## config.mk

```make
export PLATFORM = sky130hd
export DESIGN_NAME = isi_front
export DESIGN_NICKNAME = d
export VERILOG_FILES = /design/src/rtl/core/isi_pkg.sv /design/src/rtl/core/isi_front.sv
export SDC_FILE = /design/constraint.sdc
export NUM_CORES = 1
export LEC_CHECK = 0
export BUFFER_PORTS_ARGS = -buffer_cell sky130_fd_sc_hd__buf_2
export CORE_AREA = 2 2 80 82
export DETAILED_ROUTE_END_ITERATION = 16
export DIE_AREA = 0 0 82 84
export GPL_TIMING_DRIVEN = 0
export PLACE_DENSITY = 0.67
export SYNTH_ARGS = -nofsm -noshare
export SYNTH_HDL_FRONTEND = slang
export SYNTH_SLANG_ARGS = --single-unit
```

## constraint.sdc

```tcl
create_clock -name vclk -period 0.8
set_clock_uncertainty 0.05 [all_clocks]
set_input_delay 0.12 -clock vclk [all_inputs]
set_output_delay 0.12 -clock vclk [all_outputs]
set_load 0.05 [all_outputs]
```

## src/rtl/core/isi_pkg.sv

```systemverilog
`timescale 1ns / 1ps
`default_nettype none

package isi_pkg;

    // Number format and geometry
    localparam int VALUE_WIDTH = 32;
    localparam int FRAC_BITS   = 16;
    localparam int AXES        = 3;
    localparam int AXIS_W      = $clog2(AXES);
    localparam int STEP_W      = FRAC_BITS + 1;
    localparam int LIMIT_W     = VALUE_WIDTH - 1;
    localparam int PROD_W      = 2 * VALUE_WIDTH;
    localparam int QUOT_W      = PROD_W - FRAC_BITS;
    localparam logic [AXIS_W-1:0] LAST_AXIS = AXIS_W'(AXES - 1);

    // Input item fields
    localparam int CMD_W = 3;
    localparam logic [CMD_W-1:0] CMD_TICK     = CMD_W'(0);
    localparam logic [CMD_W-1:0] CMD_LOAD_ROW = CMD_W'(1);
    localparam logic [CMD_W-1:0] CMD_LOAD_PF  = CMD_W'(2);
    localparam logic [CMD_W-1:0] CMD_LOAD_IF  = CMD_W'(3);
    localparam logic [CMD_W-1:0] CMD_LOAD_POS = CMD_W'(4);
    localparam logic [CMD_W-1:0] CMD_LOAD_VEL = CMD_W'(5);

    // Mode register codes
    localparam int MODE_W = 2;
    localparam logic [MODE_W-1:0] MODE_HOLD     = MODE_W'(0);
    localparam logic [MODE_W-1:0] MODE_FOH      = MODE_W'(1);
    localparam logic [MODE_W-1:0] MODE_MODEL    = MODE_W'(2);
    localparam logic [MODE_W-1:0] MODE_HOLD_ALT = MODE_W'(3);

    // Register file
    localparam int APB_DATA_W = 32;
    localparam int REG_COUNT  = 8;
    localparam int REG_IDX_W  = $clog2(REG_COUNT);
    localparam int ADDR_W     = $clog2(REG_COUNT * 4);
    localparam logic [REG_IDX_W-1:0] REG_MODE        = REG_IDX_W'(0);
    localparam logic [REG_IDX_W-1:0] REG_STEP_H      = REG_IDX_W'(1);
    localparam logic [REG_IDX_W-1:0] REG_POS_LIMIT_X = REG_IDX_W'(2);
    localparam logic [REG_IDX_W-1:0] REG_POS_LIMIT_Y = REG_IDX_W'(3);
    localparam logic [REG_IDX_W-1:0] REG_POS_LIMIT_Z = REG_IDX_W'(4);
    localparam logic [REG_IDX_W-1:0] REG_VEL_LIMIT_X = REG_IDX_W'(5);
    localparam logic [REG_IDX_W-1:0] REG_VEL_LIMIT_Y = REG_IDX_W'(6);
    localparam logic [REG_IDX_W-1:0] REG_VEL_LIMIT_Z = REG_IDX_W'(7);
    localparam logic [STEP_W-1:0]    STEP_H_RESET    = STEP_W'(66);

    // Queue between front and back
    localparam int QUEUE_DEPTH = 2;
    localparam int QUEUE_PTR_W = $clog2(QUEUE_DEPTH);
    localparam int QUEUE_CNT_W = $clog2(QUEUE_DEPTH + 1);

    // Classified operation handed to the back end
    typedef enum logic [3:0] {
        OP_HOLD,
        OP_FOH,
        OP_MODEL,
        OP_LOAD_ROW,
        OP_LOAD_PF,
        OP_LOAD_IF,
        OP_LOAD_POS,
        OP_LOAD_VEL
    } op_t;

    typedef struct packed {
        op_t                                op;
        logic [AXIS_W-1:0]                  row;
        logic [AXES-1:0][VALUE_WIDTH-1:0]   vals;
    } item_t;

    typedef struct packed {
        logic [STEP_W-1:0]                  step_h;
        logic [AXES-1:0][LIMIT_W-1:0]       pos_limit;
        logic [AXES-1:0][LIMIT_W-1:0]       vel_limit;
    } cfg_t;

endpackage

`default_nettype wire

```

## src/rtl/core/isi_front.sv

```systemverilog
`timescale 1ns / 1ps
`default_nettype none

module isi_front (
    input  wire logic                                   s_valid,
    output logic                                        s_ready,
    input  wire logic [isi_pkg::CMD_W-1:0]              s_command,
    input  wire logic [isi_pkg::AXIS_W-1:0]             s_row_index,
    input  wire logic signed [isi_pkg::VALUE_WIDTH-1:0] s_value_a,
    input  wire logic signed [isi_pkg::VALUE_WIDTH-1:0] s_value_b,
    input  wire logic signed [isi_pkg::VALUE_WIDTH-1:0] s_value_c,
    input  wire logic [isi_pkg::MODE_W-1:0]             mode,
    output logic                                        q_push,
    output isi_pkg::item_t                              q_item,
    input  wire logic                                   q_full
);

    // Take an item whenever the queue has room
    assign s_ready = !q_full;
    assign q_push  = s_valid && !q_full;

    // Classify the command; ticks resolve the mode here
    always_comb begin
        q_item.row     = s_row_index;
        q_item.vals[0] = s_value_a;
        q_item.vals[1] = s_value_b;
        q_item.vals[2] = s_value_c;
        q_item.op      = isi_pkg::OP_HOLD;
        case (s_command)
            isi_pkg::CMD_TICK: begin
                case (mode)
                    isi_pkg::MODE_FOH:   q_item.op = isi_pkg::OP_FOH;
                    isi_pkg::MODE_MODEL: q_item.op = isi_pkg::OP_MODEL;
                    default:             q_item.op = isi_pkg::OP_HOLD;
                endcase
            end
            isi_pkg::CMD_LOAD_ROW: begin
                // row three is dropped: the item only reports the state
                if (s_row_index <= isi_pkg::LAST_AXIS) begin
                    q_item.op = isi_pkg::OP_LOAD_ROW;
                end
            end
            isi_pkg::CMD_LOAD_PF:  q_item.op = isi_pkg::OP_LOAD_PF;
            isi_pkg::CMD_LOAD_IF:  q_item.op = isi_pkg::OP_LOAD_IF;
            isi_pkg::CMD_LOAD_POS: q_item.op = isi_pkg::OP_LOAD_POS;
            isi_pkg::CMD_LOAD_VEL: q_item.op = isi_pkg::OP_LOAD_VEL;
            default:               q_item.op = isi_pkg::OP_HOLD;
        endcase
    end

endmodule

`default_nettype wire

```

==> results.md, run 1 <==
- Post-route DRC: 0
- Dpl cell area: 1523 um2
- Setup WS pre-CTS: -0.4181 ns
- Worst path max stage delay: 0.28 ns
- Die area: 6888 um2
- IO Count: 209
- Core Util, Final: 26.13%
- Sequential cells: 0
- Layout Cells excl Fill: 302
- # clk buffers: 0
- Crit path cell chain: buf_12 > nor4b_4 > a21oi_2 > o21ai_4 > buf_6
- Design Area, Final: 1593 um2
- Violated checks: negative setup slack
- CP Class: in2out
- Critical path data required time: 0.63 ns
- Gr ovfl total: 0
- Fmax: 946.9 MHz
- Gp weighted congestion: 0.7362
- Share of cells above drive strength 1: 98.22%
- Vias in the first global route: 890
- Routed WL: 2919 um
- Fin nets: 332
- Yosys cell types: 14
- Vias: 991
- Peak supply drop: 0.0003713 V
- Fin crit share: 132.0%
- HP Class: in2out
- Crit path launch type: input port
- Met1 wire length: 689 um
- Die W: 82 um
- DR pass1 iterations: 2
- Post-synthesis cell count: 112
- Routed wl met2: 1728 um
- First-pass GRT wire length: 3615 um
- Row count: 29
- GR Util All Layers: 6.461%
- Sequential cell area: 0 um2
- Unrepaired setup endpoints after global routing: yes
- Sequential fraction of the synthesis area: 0%
- Max-Cap Viols: 0
- Crit. Startpoint: s_command[0]
- Post-route ant nets: 0
- DR iter-0 viols: 6
- Core footprint: 6096 um2
- Setup-failing EPs final: 2
- Critical Path AT: 0.89 ns
- Wire length on met3: 501 um
- Setup ws final: -0.2560 ns
- CP max stage cell: nor4b_4
- Synthesized cell area: 827.0 um2
- Antenna cells: 0
- Post-Synthesis Net Count: 217
- Starting density of the core: 13.57%
- Fin. Hold Viols: 0
- WP buf/inv: 2
- Ys Warns: 0
- Inst Count DP: 301
- Crit path max-delay family: buffers and inverters
- IO Port Bufs: 112
- Fill count: 624
- CP Capture Point: q_item[98]
- Total power draw: 1.764 mW
- Final Slew Violations: 0
- Largest net degree at the start of global routing: 6
- Crit path max fanout: 5
- HPWL Detailed: 2819 um
- DR WL/cell: 9.666 um
- Power per Cell Area: 1107 nW/um2
- Avg Inst Size Synth: 7.384 um2
- Hold slack: 0.4916 ns
- Die height: 84 um
- Final setup TNS: -0.4182 ns
- Vias per inst: 3.281
- Status: finished with violations
- Min cycle time layout: 1.056 ns
- Antenna violations before repair: 0
- P&R area growth vs syn: 92.59%
- Leakage power total: 0.9868 nW
- Worst setup EP type: output pin
- Critical path depth: 5
- Max layer used: met3
[layout by cell type (no fill, tap or decap), drive strengths merged]
| cell | n |
|---|---|
| a211oi | 1 |
| a21oi | 1 |
| and2b | 1 |
| buf | 212 |
| conb | 1 |
| inv | 1 |
| nand2 | 1 |
| nor2 | 1 |
| nor2b | 1 |
| nor3b | 1 |
| nor4b | 1 |
| o21ai | 2 |
| xor2 | 1 |
[routing by layer]
layer	global-route usage, %	vias up
li1	-	467
met1	4.935	412
met2	15.67	112
met3	0.9740	0
met5	0	-
met4	0	0
[logic make-up (layout without fill, tap and decap cells)]
family	Yosys count	after routing	synth area share, %
buf+inv	100	213	90.32
simple gates	6	6	5.446
compound gates	4	4	2.722
other cells	1	1	0.4534
xor+xnor	1	1	1.059
[synthesized netlist by cell type, drive strengths merged]
| cell | instances | area (um2) |
|---|---|---|
| nor2b | 1 | 6.260 |
| nor4b | 1 | 15.01 |
| buf | 99 | 743.2 |
| a211oi | 1 | 7.510 |
| nor2 | 1 | 3.750 |
| inv | 1 | 3.750 |
| o21ai | 2 | 10.00 |
| nand2 | 1 | 3.750 |
| xor2 | 1 | 8.760 |
| conb | 1 | 3.750 |
| and2b | 1 | 8.760 |
| nor3b | 1 | 7.510 |
| a21oi | 1 | 5.000 |
[timing repair]
action,CTS,global route
gates resized for setup,15,2
hold buffers,0,0
pin swaps,4,2
gates cloned,0,0
endpoints found under the setup margin,3,3
setup buffers,0,1
[final cells by class]
cell class / count / area [um2] / area share, %
multi-input cells: 12 / 131.4 / 8.248
plain buffers: 99 / 743.2 / 46.66
inverters: 1 / 3.754 / 0.2357
well taps: 77 / 96.34 / 6.049
repair buffers: 113 / 618.1 / 38.81
[how the worst min path moves through the flow]
stage,startpoint,end,cells past startpoint
2_1_floorplan,s_command[1],q_item[99],1
3_3_place_gp,s_value_b[19],q_item[51],2
3_5_place_dp,s_value_a[15],q_item[15],2
4_1_cts,s_value_a[15],q_item[15],2
5_1_grt,s_value_a[14],q_item[14],2
6_report,s_value_b[12],q_item[44],2
[where the power goes]
| group | switching [mW] | total, mW | internal (mW) |
|---|---|---|---|
| Clock | 0 | 0 | 0 |
| Sequential | 0 | 0 | 0 |
| Combinational | 1.20 | 1.76 | 0.563 |
(Power assumes the default switching activity.)
==> run 2, diff against run 1 <==
--- a/config.mk
+++ b/config.mk
@@ -6,11 +6,11 @@
 export NUM_CORES = 1
 export LEC_CHECK = 0
 export BUFFER_PORTS_ARGS = -buffer_cell sky130_fd_sc_hd__buf_2
-export CORE_AREA = 2 2 80 82
+export CORE_AREA = 2 2 81 83
 export DETAILED_ROUTE_END_ITERATION = 16
-export DIE_AREA = 0 0 82 84
+export DIE_AREA = 0 0 83 85
 export GPL_TIMING_DRIVEN = 0
-export PLACE_DENSITY = 0.67
+export PLACE_DENSITY = 0.64
 export SYNTH_ARGS = -nofsm -noshare
 export SYNTH_HDL_FRONTEND = slang
 export SYNTH_SLANG_ARGS = --single-unit
==> constraint.sdc (replaced) <==
create_clock -name vclk -period 1.15
set_clock_uncertainty 0.05 [all_clocks]
set_input_delay 0.1725 -clock vclk [all_inputs]
set_output_delay 0.1725 -clock vclk [all_outputs]
set_load 0.05 [all_outputs]
==> run 2 against run 1 <==
The flow now finishes without violations. Power fell by 32%. Die area rose by 2.4%. Worst hold slack improved by 0.10 ns. Critical path type unchanged. Critical endpoint unchanged. Highest routed layer unchanged.
==> results.md, run 2 (synthesis gave the netlist of run 1 again) <==
- Largest net degree at the start of global routing: 6 (unchanged)
- Fin nets: 332 (unchanged)
- Die height: 85 um (+1.2%)
- Max-Cap Viols: 0 (unchanged)
- First-pass GRT wire length: 3753 um (+3.8%)
- Vias in the first global route: 820 (-7.9%)
- Fin. Hold Viols: 0 (unchanged)
- Die area: 7055 um2 (+2.4%)
- CP Capture Point: q_item[98]
- Fin crit share: 99.85%
- Crit path launch type: input port
- Sequential cells: 0 (unchanged)
- Post-CTS Hold Fix Bufs: 0 (unchanged)
- P&R area growth vs syn: 86.54%
- IO Count: 209 (unchanged)
- Commonest non-fill, non-tap cells in the layout: 108 x buf_2, 101 x buf_4, 2 x buf_6
- Final Slew Violations: 0 (unchanged)
- Antenna cells: 0 (unchanged)
- Leakage power total: 0.9724 nW (-1.5%)
- Vias per inst: 3.182 (-3.0%)
- Peak supply drop: 0.0003331 V (-10%)
- DR WL/cell: 9.278 um (-4.0%)
- Share of cells above drive strength 1: 96.89% (-1.3 points)
- Post-route ant nets: 0 (unchanged)
- Gp weighted congestion: 0.7339 (-0.31%)
- Power per Cell Area: 781.0 nW/um2 (-29%)
- Critical path data required time: 0.93 ns (+0.30 ns)
- Vias: 961 (-3.0%)
- Min cycle time layout: 1.148 ns
- Routed WL: 2802 um (-4.0%)
- CP Class: in2out
- Critical Path AT: 0.93 ns (+0.04 ns)
- Fmax: 870.8 MHz
- Die W: 83 um (+1.2%)
- IO Port Bufs: 112 (unchanged)
- Unrepaired setup endpoints after global routing: yes
- Crit path max fanout: 5 (unchanged)
- DR pass1 iterations: 1 (-1)
- Setup-failing EPs final: 0 (-2)
- Fill count: 649 (+4.0%)
- Total power draw: 1.205 mW (-32%)
- Design Area, Final: 1543 um2 (-3.1%)
- Dpl cell area: 1498 um2 (-1.6%)
- Status: complete, no violations
- Worst setup EP type: output pin
- Row count: 29 (unchanged)
- HP Class: in2out
- Setup WS pre-CTS: -0.1505 ns (+0.2676 ns)
- HPWL Detailed: 2700 um (-4.2%)
- Sequential cell area: 0 um2 (unchanged)
- Antenna violations before repair: 0 (unchanged)
- Crit. Startpoint: s_command[0]
- # clk buffers: 0 (unchanged)
- Core footprint: 6205 um2 (+1.8%)
- Gr ovfl total: 0 (unchanged)
- Starting density of the core: 13.33% (-0.24 points)
- Setup ws final: 0.001691 ns (+0.2577 ns)
- Post-route DRC: 0 (unchanged)
- DR iter-0 viols: 0 (-6)
- Final setup TNS: 0 ns (+0.4182 ns)
- Commonest non-fill, non-tap cell in the layout: buf_2
- GR Util All Layers: 6.320% (-0.14 points)
## run 2: cell counts in the layout (fill, tap and decap cells not counted)
Identical to the previous run, type by type.
## run 2: per-stage QoR
step / instances / hold WS [ns] / util, %
floorplan: 112 / 0.3911 / -
global placement: 301 / 0.5972 / 24.14
detailed placement: 301 / 0.5969 / 24.14
CTS: 301 / 0.5967 / 24.68
global route: 302 / 0.5982 / 24.86
finish: 302 / 0.5965 / 24.86
## run 2: power breakdown
| group | internal [mW] | switching (mW) |
|---|---|---|
| clock | 0 | 0 |
| sequential | 0 | 0 |
| combinational | 0.374 | 0.831 |
## run 2: how the worst min path moves through the flow
stage,startpoint,end,slack [ns],cells after the start
after global routing,s_value_c[18],q_item[82],0.60,2
after detailed placement,s_value_b[7],q_item[39],0.60,2
after floorplan,s_command[1],q_item[99],0.39,1
after global placement,s_value_c[22],q_item[86],0.60,2
after CTS,s_value_b[7],q_item[39],0.60,2
final,s_value_b[11],q_item[43],0.60,2
## run 2: cell type report
type,instances,area (um2),area share (%)
inverters,1,3.754,0.2433
well taps,77,96.34,6.245
multi-input cells,12,106.4,6.894
repair buffers,113,593.1,38.44
plain buffers,99,743.2,48.18
## run 2: layer usage
layer / vias up / global-route usage (%) / routed length (um)
met5: - / 0 / 0
met4: 0 / 0 / 0
met3: 0 / 1.654 / 410
met2: 110 / 13.34 / 1583
met1: 382 / 6.531 / 807
li1: 469 / - / -
## run 2: worst max-delay path: stages
cell     delay (ns)
buf_8          0.11
nor4b_4        0.28
a21oi_2        0.06
o21ai_2        0.13
buf_6          0.17
## run 2: what timing repair did
item | in CTS | in global routing
buffers inserted | 0 | 1
resized for setup | 9 | 1
endpoints found under the setup margin | 2 | 2
pin swaps | 3 | 2
endpoints found under the hold margin | 0 | 0
