File: src/rtl/core/isi_pkg.sv
`timescale 1ns / 1ps
`default_nettype none

package isi_pkg;

    // Number format and geometry
    localparam int VALUE_WIDTH = 32;
    localparam int FRAC_BITS   = 16;
    localparam int AXES        = 3;
    localparam int AXIS_W      = $clog2(AXES);
    localparam int STEP_W      = FRAC_BITS + 1;
    localparam int LIMIT_W     = VALUE_WIDTH - 1;
    localparam int PROD_W      = 2 * VALUE_WIDTH;
    localparam int QUOT_W      = PROD_W - FRAC_BITS;
    localparam logic [AXIS_W-1:0] LAST_AXIS = AXIS_W'(AXES - 1);

    // Input item fields
    localparam int CMD_W = 3;
    localparam logic [CMD_W-1:0] CMD_TICK     = CMD_W'(0);
    localparam logic [CMD_W-1:0] CMD_LOAD_ROW = CMD_W'(1);
    localparam logic [CMD_W-1:0] CMD_LOAD_PF  = CMD_W'(2);
    localparam logic [CMD_W-1:0] CMD_LOAD_IF  = CMD_W'(3);
    localparam logic [CMD_W-1:0] CMD_LOAD_POS = CMD_W'(4);
    localparam logic [CMD_W-1:0] CMD_LOAD_VEL = CMD_W'(5);

    // Mode register codes
    localparam int MODE_W = 2;
    localparam logic [MODE_W-1:0] MODE_HOLD     = MODE_W'(0);
    localparam logic [MODE_W-1:0] MODE_FOH      = MODE_W'(1);
    localparam logic [MODE_W-1:0] MODE_MODEL    = MODE_W'(2);
    localparam logic [MODE_W-1:0] MODE_HOLD_ALT = MODE_W'(3);

    // Register file
    localparam int APB_DATA_W = 32;
    localparam int REG_COUNT  = 8;
    localparam int REG_IDX_W  = $clog2(REG_COUNT);
    localparam int ADDR_W     = $clog2(REG_COUNT * 4);
    localparam logic [REG_IDX_W-1:0] REG_MODE        = REG_IDX_W'(0);
    localparam logic [REG_IDX_W-1:0] REG_STEP_H      = REG_IDX_W'(1);
    localparam logic [REG_IDX_W-1:0] REG_POS_LIMIT_X = REG_IDX_W'(2);
    localparam logic [REG_IDX_W-1:0] REG_POS_LIMIT_Y = REG_IDX_W'(3);
    localparam logic [REG_IDX_W-1:0] REG_POS_LIMIT_Z = REG_IDX_W'(4);
    localparam logic [REG_IDX_W-1:0] REG_VEL_LIMIT_X = REG_IDX_W'(5);
    localparam logic [REG_IDX_W-1:0] REG_VEL_LIMIT_Y = REG_IDX_W'(6);
    localparam logic [REG_IDX_W-1:0] REG_VEL_LIMIT_Z = REG_IDX_W'(7);
    localparam logic [STEP_W-1:0]    STEP_H_RESET    = STEP_W'(66);

    // Queue between front and back
    localparam int QUEUE_DEPTH = 2;
    localparam int QUEUE_PTR_W = $clog2(QUEUE_DEPTH);
    localparam int QUEUE_CNT_W = $clog2(QUEUE_DEPTH + 1);

    // Classified operation handed to the back end
    typedef enum logic [3:0] {
        OP_HOLD,
        OP_FOH,
        OP_MODEL,
        OP_LOAD_ROW,
        OP_LOAD_PF,
        OP_LOAD_IF,
        OP_LOAD_POS,
        OP_LOAD_VEL
    } op_t;

    typedef struct packed {
        op_t                                op;
        logic [AXIS_W-1:0]                  row;
        logic [AXES-1:0][VALUE_WIDTH-1:0]   vals;
    } item_t;

    typedef struct packed {
        logic [STEP_W-1:0]                  step_h;
        logic [AXES-1:0][LIMIT_W-1:0]       pos_limit;
        logic [AXES-1:0][LIMIT_W-1:0]       vel_limit;
    } cfg_t;

endpackage

`default_nettype wire

File: src/rtl/core/isi_queue.sv
`timescale 1ns / 1ps
`default_nettype none

module isi_queue (
    input  wire logic           aclk,
    input  wire logic           aresetn,
    input  wire logic           push,
    input  isi_pkg::item_t      push_item,
    output logic                full,
    input  wire logic           pop,
    output isi_pkg::item_t      pop_item,
    output logic                empty
);

    isi_pkg::item_t                     slot_reg [isi_pkg::QUEUE_DEPTH];
    logic [isi_pkg::QUEUE_PTR_W-1:0]    wr_ptr_reg;
    logic [isi_pkg::QUEUE_PTR_W-1:0]    rd_ptr_reg;
    logic [isi_pkg::QUEUE_CNT_W-1:0]    count_reg;

    assign full     = (count_reg == isi_pkg::QUEUE_CNT_W'(isi_pkg::QUEUE_DEPTH));
    assign empty    = (count_reg == '0);
    assign pop_item = slot_reg[rd_ptr_reg];

    function automatic logic [isi_pkg::QUEUE_PTR_W-1:0] ptr_inc(
        input logic [isi_pkg::QUEUE_PTR_W-1:0] p
    );
        if (p == isi_pkg::QUEUE_PTR_W'(isi_pkg::QUEUE_DEPTH - 1)) begin
            return '0;
        end
        return p + isi_pkg::QUEUE_PTR_W'(1);
    endfunction

    // Pointers and fill count
    always_ff @(posedge aclk) begin
        if (!aresetn) begin
            wr_ptr_reg <= '0;
            rd_ptr_reg <= '0;
            count_reg  <= '0;
        end else begin
            if (push) begin
                wr_ptr_reg <= ptr_inc(wr_ptr_reg);
            end
            if (pop) begin
                rd_ptr_reg <= ptr_inc(rd_ptr_reg);
            end
            if (push && !pop) begin
                count_reg <= count_reg + isi_pkg::QUEUE_CNT_W'(1);
            end else if (pop && !push) begin
                count_reg <= count_reg - isi_pkg::QUEUE_CNT_W'(1);
            end
        end
    end

    // Item storage
    always_ff @(posedge aclk) begin
        if (push) begin
            slot_reg[wr_ptr_reg] <= push_item;
        end
    end

    a_no_overflow: assert property (@(posedge aclk) disable iff (!aresetn)
        push && !pop |-> count_reg < isi_pkg::QUEUE_CNT_W'(isi_pkg::QUEUE_DEPTH))
        else $error("queue written while full");

    a_no_underflow: assert property (@(posedge aclk) disable iff (!aresetn)
        pop |-> count_reg != '0)
        else $error("queue read while empty");

endmodule

`default_nettype wire

File: config.mk
export PLATFORM = sky130hd
export DESIGN_NAME = isi_queue
export DESIGN_NICKNAME = d
export VERILOG_FILES = /design/src/rtl/core/isi_pkg.sv /design/src/rtl/core/isi_queue.sv
export SDC_FILE = /design/constraint.sdc
export NUM_CORES = 1
export LEC_CHECK = 0
export BUFFER_PORTS_ARGS = -buffer_cell sky130_fd_sc_hd__buf_2
export CAP_MARGIN = 20
export CORE_MARGIN = 5
export CORE_UTILIZATION = 52
export CTS_CLUSTER_DIAMETER = 200
export DETAILED_ROUTE_END_ITERATION = 6
export PLACE_DENSITY_LB_ADDON = 0.12
export SLEW_MARGIN = 30
export SYNTH_ARGS = -nofsm -noshare
export SYNTH_HDL_FRONTEND = slang
export SYNTH_SLANG_ARGS = --single-unit
File: constraint.sdc
create_clock -name aclk -period 8.87 [get_ports aclk]
set_input_delay 2.2175 -clock aclk [delete_from_list [all_inputs] [get_ports aclk]]
set_output_delay 2.2175 -clock aclk [all_outputs]
set_load 0.005 [all_outputs]
==> results of run 1 <==
[critical path: stages (launching register included)]
cell	delay, ps
dfxtp_4	580
buf_6	600
mux2_2	430
buf_2	130
[power by group through the flow]
stage	combinational (uW)	clock, uW	sequential (uW)
CTS	198	776	1160
detailed placement	197	0	1180
floorplan	110	0	1180
global placement	194	0	1180
global route	212	820	1160
finish	193	754	1160
[cell families after synthesis]
kind of cell,synth area share (%)
AOI/OAI and AO/OA,0.263
xor gates and xnor gates,0.346
adders and majority gates,0.165
buffers and inverters,1.51
DFF,81.9
muxes,15.1
and+or+nand+nor,0.740
[layout make-up]
class                   count  area (sq um)  area share (%)
inverters                   1          3.75          0.0399
flip-flops and latches    209          6230            66.3
repair buffers            212          1080            11.4
well taps                 184           230            2.45
clock inverters            10          46.3           0.492
clock buffers              25           541            5.75
multi-input cells         118          1270            13.5
[placed cells by master (no fill, tap or decap)]
cell       instances
a21boi_1           1
and2_1             3
and2_4             1
and2b_2            1
buf_2            209
buf_4              1
buf_6              2
clkbuf_1           4
clkbuf_16         21
clkinv_1           6
clkinv_2           3
dfxtp_1            4
dfxtp_4            1
edfxtp_1         204
ha_1               1
inv_1              1
inv_6              1
mux2_2           102
nor2_1             1
nor2b_1            1
nor2b_4            1
o21a_1             1
o21ai_0            1
or3_1              1
xnor2_1            1
xor2_1             2
[through the flow]
stage	hold slack (ps)	total power [uW]	cells	util [%]	area (sq um)
CTS	520	2130	759	65.2	9400
global route	575	2190	759	65.2	9400
floorplan	466	1290	339	-	7600
detailed placement	511	1380	724	61.1	8810
finish	512	2100	759	65.2	9400
global placement	478	1370	724	61.1	8810
[layer usage]
layer | track usage, % | routed length, um
met3 | 4.92 | 1250
met1 | 19.1 | 5410
met2 | 26.4 | 6940
met4 | 4.78 | 185
met5 | 0 | 7
[path summary, 6_finish.rpt]
check	startpoint	endpoint	slack, ps	cells after the start
max	flip-flop	pop_item[34]	4330	3
min	count_reg[1]	count_reg[1]	510	2
max reg2reg	wr_ptr_reg	slot_reg[1][9]	6750	2
min reg2reg	count_reg[1]	count_reg[1]	510	2
==> reports/qor.txt, run 1 <==
WS Path Type: reg2out
Cell Rows: 44
Share of cells above drive strength 1: 59.7%
Nets: 670
Pin slew with the least headroom to its limit: 755 ps
CP Launch Type: flip-flop
CP Data Required Time: 6650 ps
Drt total wl: 13800 um
Post-cts repair resize count: 0
Clock skew: 12.5 ps
Vias in the first global route: 4013
Initial core utilization: 52.7%
Synth area leader: edfxtp_1
Post-synth ARST share: 0%
Power Internal: 1670 uW
Initial antenna violation count: 1
CP Data Arrival Time: 2320 ps
Worst vdd ir: 0.000143 V
Mapped Area: 0.00760 sq mm
Worst Setup End Kind: primary output
DR vias: 3806
Gr usage total: 15.5%
Yosys Warn Count: 0
Mapped Nets: 446
Fill count: 1028
Sw power: 430 uW
Setup TNS: 0 ps
Cells after Synth: 339
RSZ-0062 raised after global routing: no
Top-count cell post-synth: edfxtp_1
Maximum root-to-sink buffer count: 3
Vias per cell: 5.01
Die height: 131 um
Hold buffer count at CTS: 0
Synth cell types: 17
Antenna Nets Post-Route: 0
FMAX: 220 MHz
Final Slew Violations: 0
PwrDens: 224 mW/mm^2
DRC errors left: 0
Clk pwr share: 35.8%
Synth Flop Type: edfxtp_1
Clk root buf: clkbuf_16
Lkg Pwr: 0.00353 uW
Clk_lat worst skew: 480 ps
Tcrit/Tclk final: 51.1%
Synth area leaders: edfxtp_1 (81%), mux2_2 (15%), buf_6 (1.3%)
Switching share of power: 20.4%
Drt initial violations: 228
First-pass GRT wire length: 20500 um
Number of diodes: 0
Worst setup margin: 4330 ps
H-tree levels: 1
Hold Crit Class: reg2reg
Hpwl dp: 9230 um
Postcts setup bufs: 0
CTS tree: built
Die Area: 0.0171 sq mm
EDFF count, synth: 204
Tmin final: 4540 ps
Die outline width: 131 um
Largest net degree at the start of global routing: 81
Status: finished, final reports clean
Fin. Hold Viols: 0
Post-synth top area share: 80.6%
Slew headroom: 49.7%
CP Max Fanout: 77
Worst-path clk slew: 50 ps
Max-cap violations: 0
Seq cells post-synth: 209
Total clock sinks: 209
Setup Viol. Count Final: 0
Most frequent cells after synthesis: edfxtp_1 (204), mux2_2 (102), buf_6 (9)
Combinational share of power: 9.2%
Seq/Total Area, Yosys: 81.9%
GPL Wtd Cong: 0.715
Max FFs per register: 204
Sequential Power Share: 55.0%
Syn Area/Cell: 22.4 sq um
I/O pin cnt: 210
Core area: 0.0144 sq mm
Drt wl/cell: 18.2 um
CTS Buf Count: 21
Area Growth Syn to Fin: 23.6%
Port buffer count: 209
Setup Slack @ Placement: 4770 ps
Grt ovf: 0
DR pass1 iterations: 4
Note: power is estimated with default switching activity, not from simulation.
==> run 2, diff against run 1 <==
--- a/config.mk
+++ b/config.mk
@@ -5,6 +5,7 @@
 export SDC_FILE = /design/constraint.sdc
 export NUM_CORES = 1
 export LEC_CHECK = 0
+export ABC_AREA = 1
 export BUFFER_PORTS_ARGS = -buffer_cell sky130_fd_sc_hd__buf_2
 export CAP_MARGIN = 20
 export CORE_MARGIN = 5
==> constraint.sdc (replaced) <==
create_clock -name aclk -period 4.3 [get_ports aclk]
set_input_delay 1.075 -clock aclk [delete_from_list [all_inputs] [get_ports aclk]]
set_output_delay 1.075 -clock aclk [all_outputs]
set_load 0.005 [all_outputs]
==> reports/qor.txt, run 2 <==
Status: finished, final reports clean
Postcts setup bufs: 0
RSZ-0062 raised after global routing: no
Post-synthesis adder-cell area fraction: 0.158%
Tmin final: 3350 ps
Port buffer count: 209
Slew headroom: 47.5%
Synth area leader: edfxtp_1
R2R depth: 3
Nets: 687
Core area: 0.0150 sq mm
Setup Viol. Count Final: 0
Post-cts repair resize count: 0
Post-Synth Simple-Gate Area: 0.949%
Largest family of logic cells by synthesized area: multiplexers
Clock skew: 14.2 ps
Yosys Warn Count: 0
Drt total wl: 14500 um
Max-cap violations: 0
Top-count cell post-synth: edfxtp_1
Most frequent cells after synthesis: edfxtp_1 (204), mux2_4 (80), mux2_2 (22)
Sequential Power Share: 54.0%
Commonest cells after routing, fill and taps aside: buf_2 (209), edfxtp_1 (204), mux2_4 (80)
Crit-path slowest cell: dfxtp_4
Hpwl dp: 9900 um
CP Max Fanout: 47
Syn Area/Cell: 22.5 sq um
Initial antenna violation count: 3
Combinational share of power: 9.1%
Seq/Total Area, Yosys: 78.7%
XOR/XNOR share of the synthesized area: 0%
Post-synth top area share: 77.4%
CTS Buf Count: 21
Sw power: 912 uW
DRC errors left: 0
Fin. Hold Viols: 0
Max FFs per register: 204
Die Area: 0.0178 sq mm
Gr usage total: 15.6%
Clk_lat worst skew: 480 ps
Maximum root-to-sink buffer count: 3
Mapped Nets: 459
Total clock sinks: 209
EDFF count, synth: 204
Drt wl/cell: 18.6 um
DR vias: 3918
Largest net degree at the start of global routing: 54
Synth Flop Type: edfxtp_1
DR pass1 iterations: 4
Non-Filler Instances: 781
Final Slew Violations: 0
Number of diodes: 0
Seq cells post-synth: 209
Antenna Nets Post-Route: 0
Clk pwr share: 36.9%
Vias per cell: 5.02
FMAX: 299 MHz
WS Path Type: reg2out
Worst vdd ir: 0.000396 V
Grt ovf: 0
Lkg Pwr: 0.00392 uW
Multiplexer share of the synthesized area: 18.3%
Mapped Area: 0.00791 sq mm
Worst Setup End Kind: primary output
Synth area leaders: edfxtp_1 (77%), mux2_4 (15%), mux2_2 (3.1%)
Initial core utilization: 52.6%
Compound-cell area share of the yosys netlist: 0.127%
CP Launch Type: flip-flop
Tcrit/Tclk final: 77.8%
H-tree levels: 1
Drt initial violations: 194
Post-synth ARST share: 0%
Hold Crit Class: reg2reg
Critical path, cell by cell: buf_4 -> mux2_4 -> buf_2
CP Data Required Time: 3220 ps
Die height: 133 um
Die outline width: 133 um
Area Growth Syn to Fin: 24.0%
Cells after Synth: 352
Worst-path clk slew: 60 ps
Setup TNS: 0 ps
Synth cell types: 15
Worst path max stage delay: 860 ps
Cell Rows: 45
Hold buffer count at CTS: 0
Commonest non-fill, non-tap cell in the layout: buf_2
Clk root buf: clkbuf_16
PwrDens: 454 mW/mm^2
GPL Wtd Cong: 0.734
Switching share of power: 20.5%
Dpl cells: 745
CP Data Arrival Time: 2270 ps
CTS tree: built
Worst Hold Depth: 2
Pin slew with the least headroom to its limit: 787 ps
Power Internal: 3540 uW
Share of cells above drive strength 1: 59.0%
I/O pin cnt: 210
Vias in the first global route: 4204
First-pass GRT wire length: 21800 um
==> run 2: cell count changes after synthesis, moves of 2 or more <==
cell     delta
nor2b_1     -2
xor2_1      -2
nand2_1     +8
nor2_1      +8
and2_1      -4
mux2_2     -80
mux2_4     +80
inv_1       +7
==> run 2: per-stage QoR <==
step | total power [uW] | util [%] | setup WS [ps] | instance area [sq um] | hold slack, ps
after floorplan | 2670 | - | 124 | 7910 | 463
after global placement | 2850 | 61.1 | 1460 | 9190 | 472
after detailed placement | 2860 | 61.1 | 1430 | 9190 | 503
after CTS | 4490 | 65.2 | 917 | 9810 | 516
after global routing | 4630 | 65.2 | 841 | 9810 | 549
final | 4450 | 65.2 | 953 | 9810 | 508
==> run 2: worst max-delay path: cells and delay by family (launching register included) <==
| family | cells | cell delay, ps |
|---|---|---|
| buf+inv | 2 | 570 |
| flops | 1 | 860 |
| mux | 1 | 330 |
==> run 2: power groups by stage <==
stage / Combinational (uW) / Sequential [uW] / Clock, uW
CTS: 416 / 2410 / 1670
global route: 443 / 2410 / 1770
finish: 407 / 2400 / 1640
detailed placement: 414 / 2450 / 0
floorplan: 244 / 2430 / 0
global placement: 404 / 2440 / 0
==> run 2: path summary, 6_finish.rpt <==
path | from | end | slack, ps
min reg2reg | rd_ptr_reg | rd_ptr_reg | 510
max | flip-flop | pop_item[42] | 950
max reg2reg | wr_ptr_reg | slot_reg[1][20] | 2510
min | rd_ptr_reg | rd_ptr_reg | 510
==> run 2: cell type report <==
cell class	instances	area, sq um
well taps	188	235
multi-input cells	124	1550
fillers	1048	5230
clock buffers	24	537
inverters	8	32.5
repair buffers	216	1140
flip-flops and latches	209	6230
clock inverters	12	83.8
==> run 2: cell families (layout without fill, tap and decap cells) <==
kind of cell	Yosys count	in the layout
AO/OA/AOI/OAI	2	2
multiplexers	102	102
adder cells (fa/ha/maj)	1	1
buffers and inverters	19	260
AND/OR/NAND/NOR	19	19
flip-flops	209	209
==> run 2: per-layer routing <==
metal / GRT usage, % / wire (um) / vias to the layer above
li1: - / - / 1831
met1: 19.2 / 5780 / 1916
met2: 26.9 / 7270 / 142
met3: 5.63 / 1200 / 25
met4: 3.26 / 242 / 4
met5: 0 / 25 / -
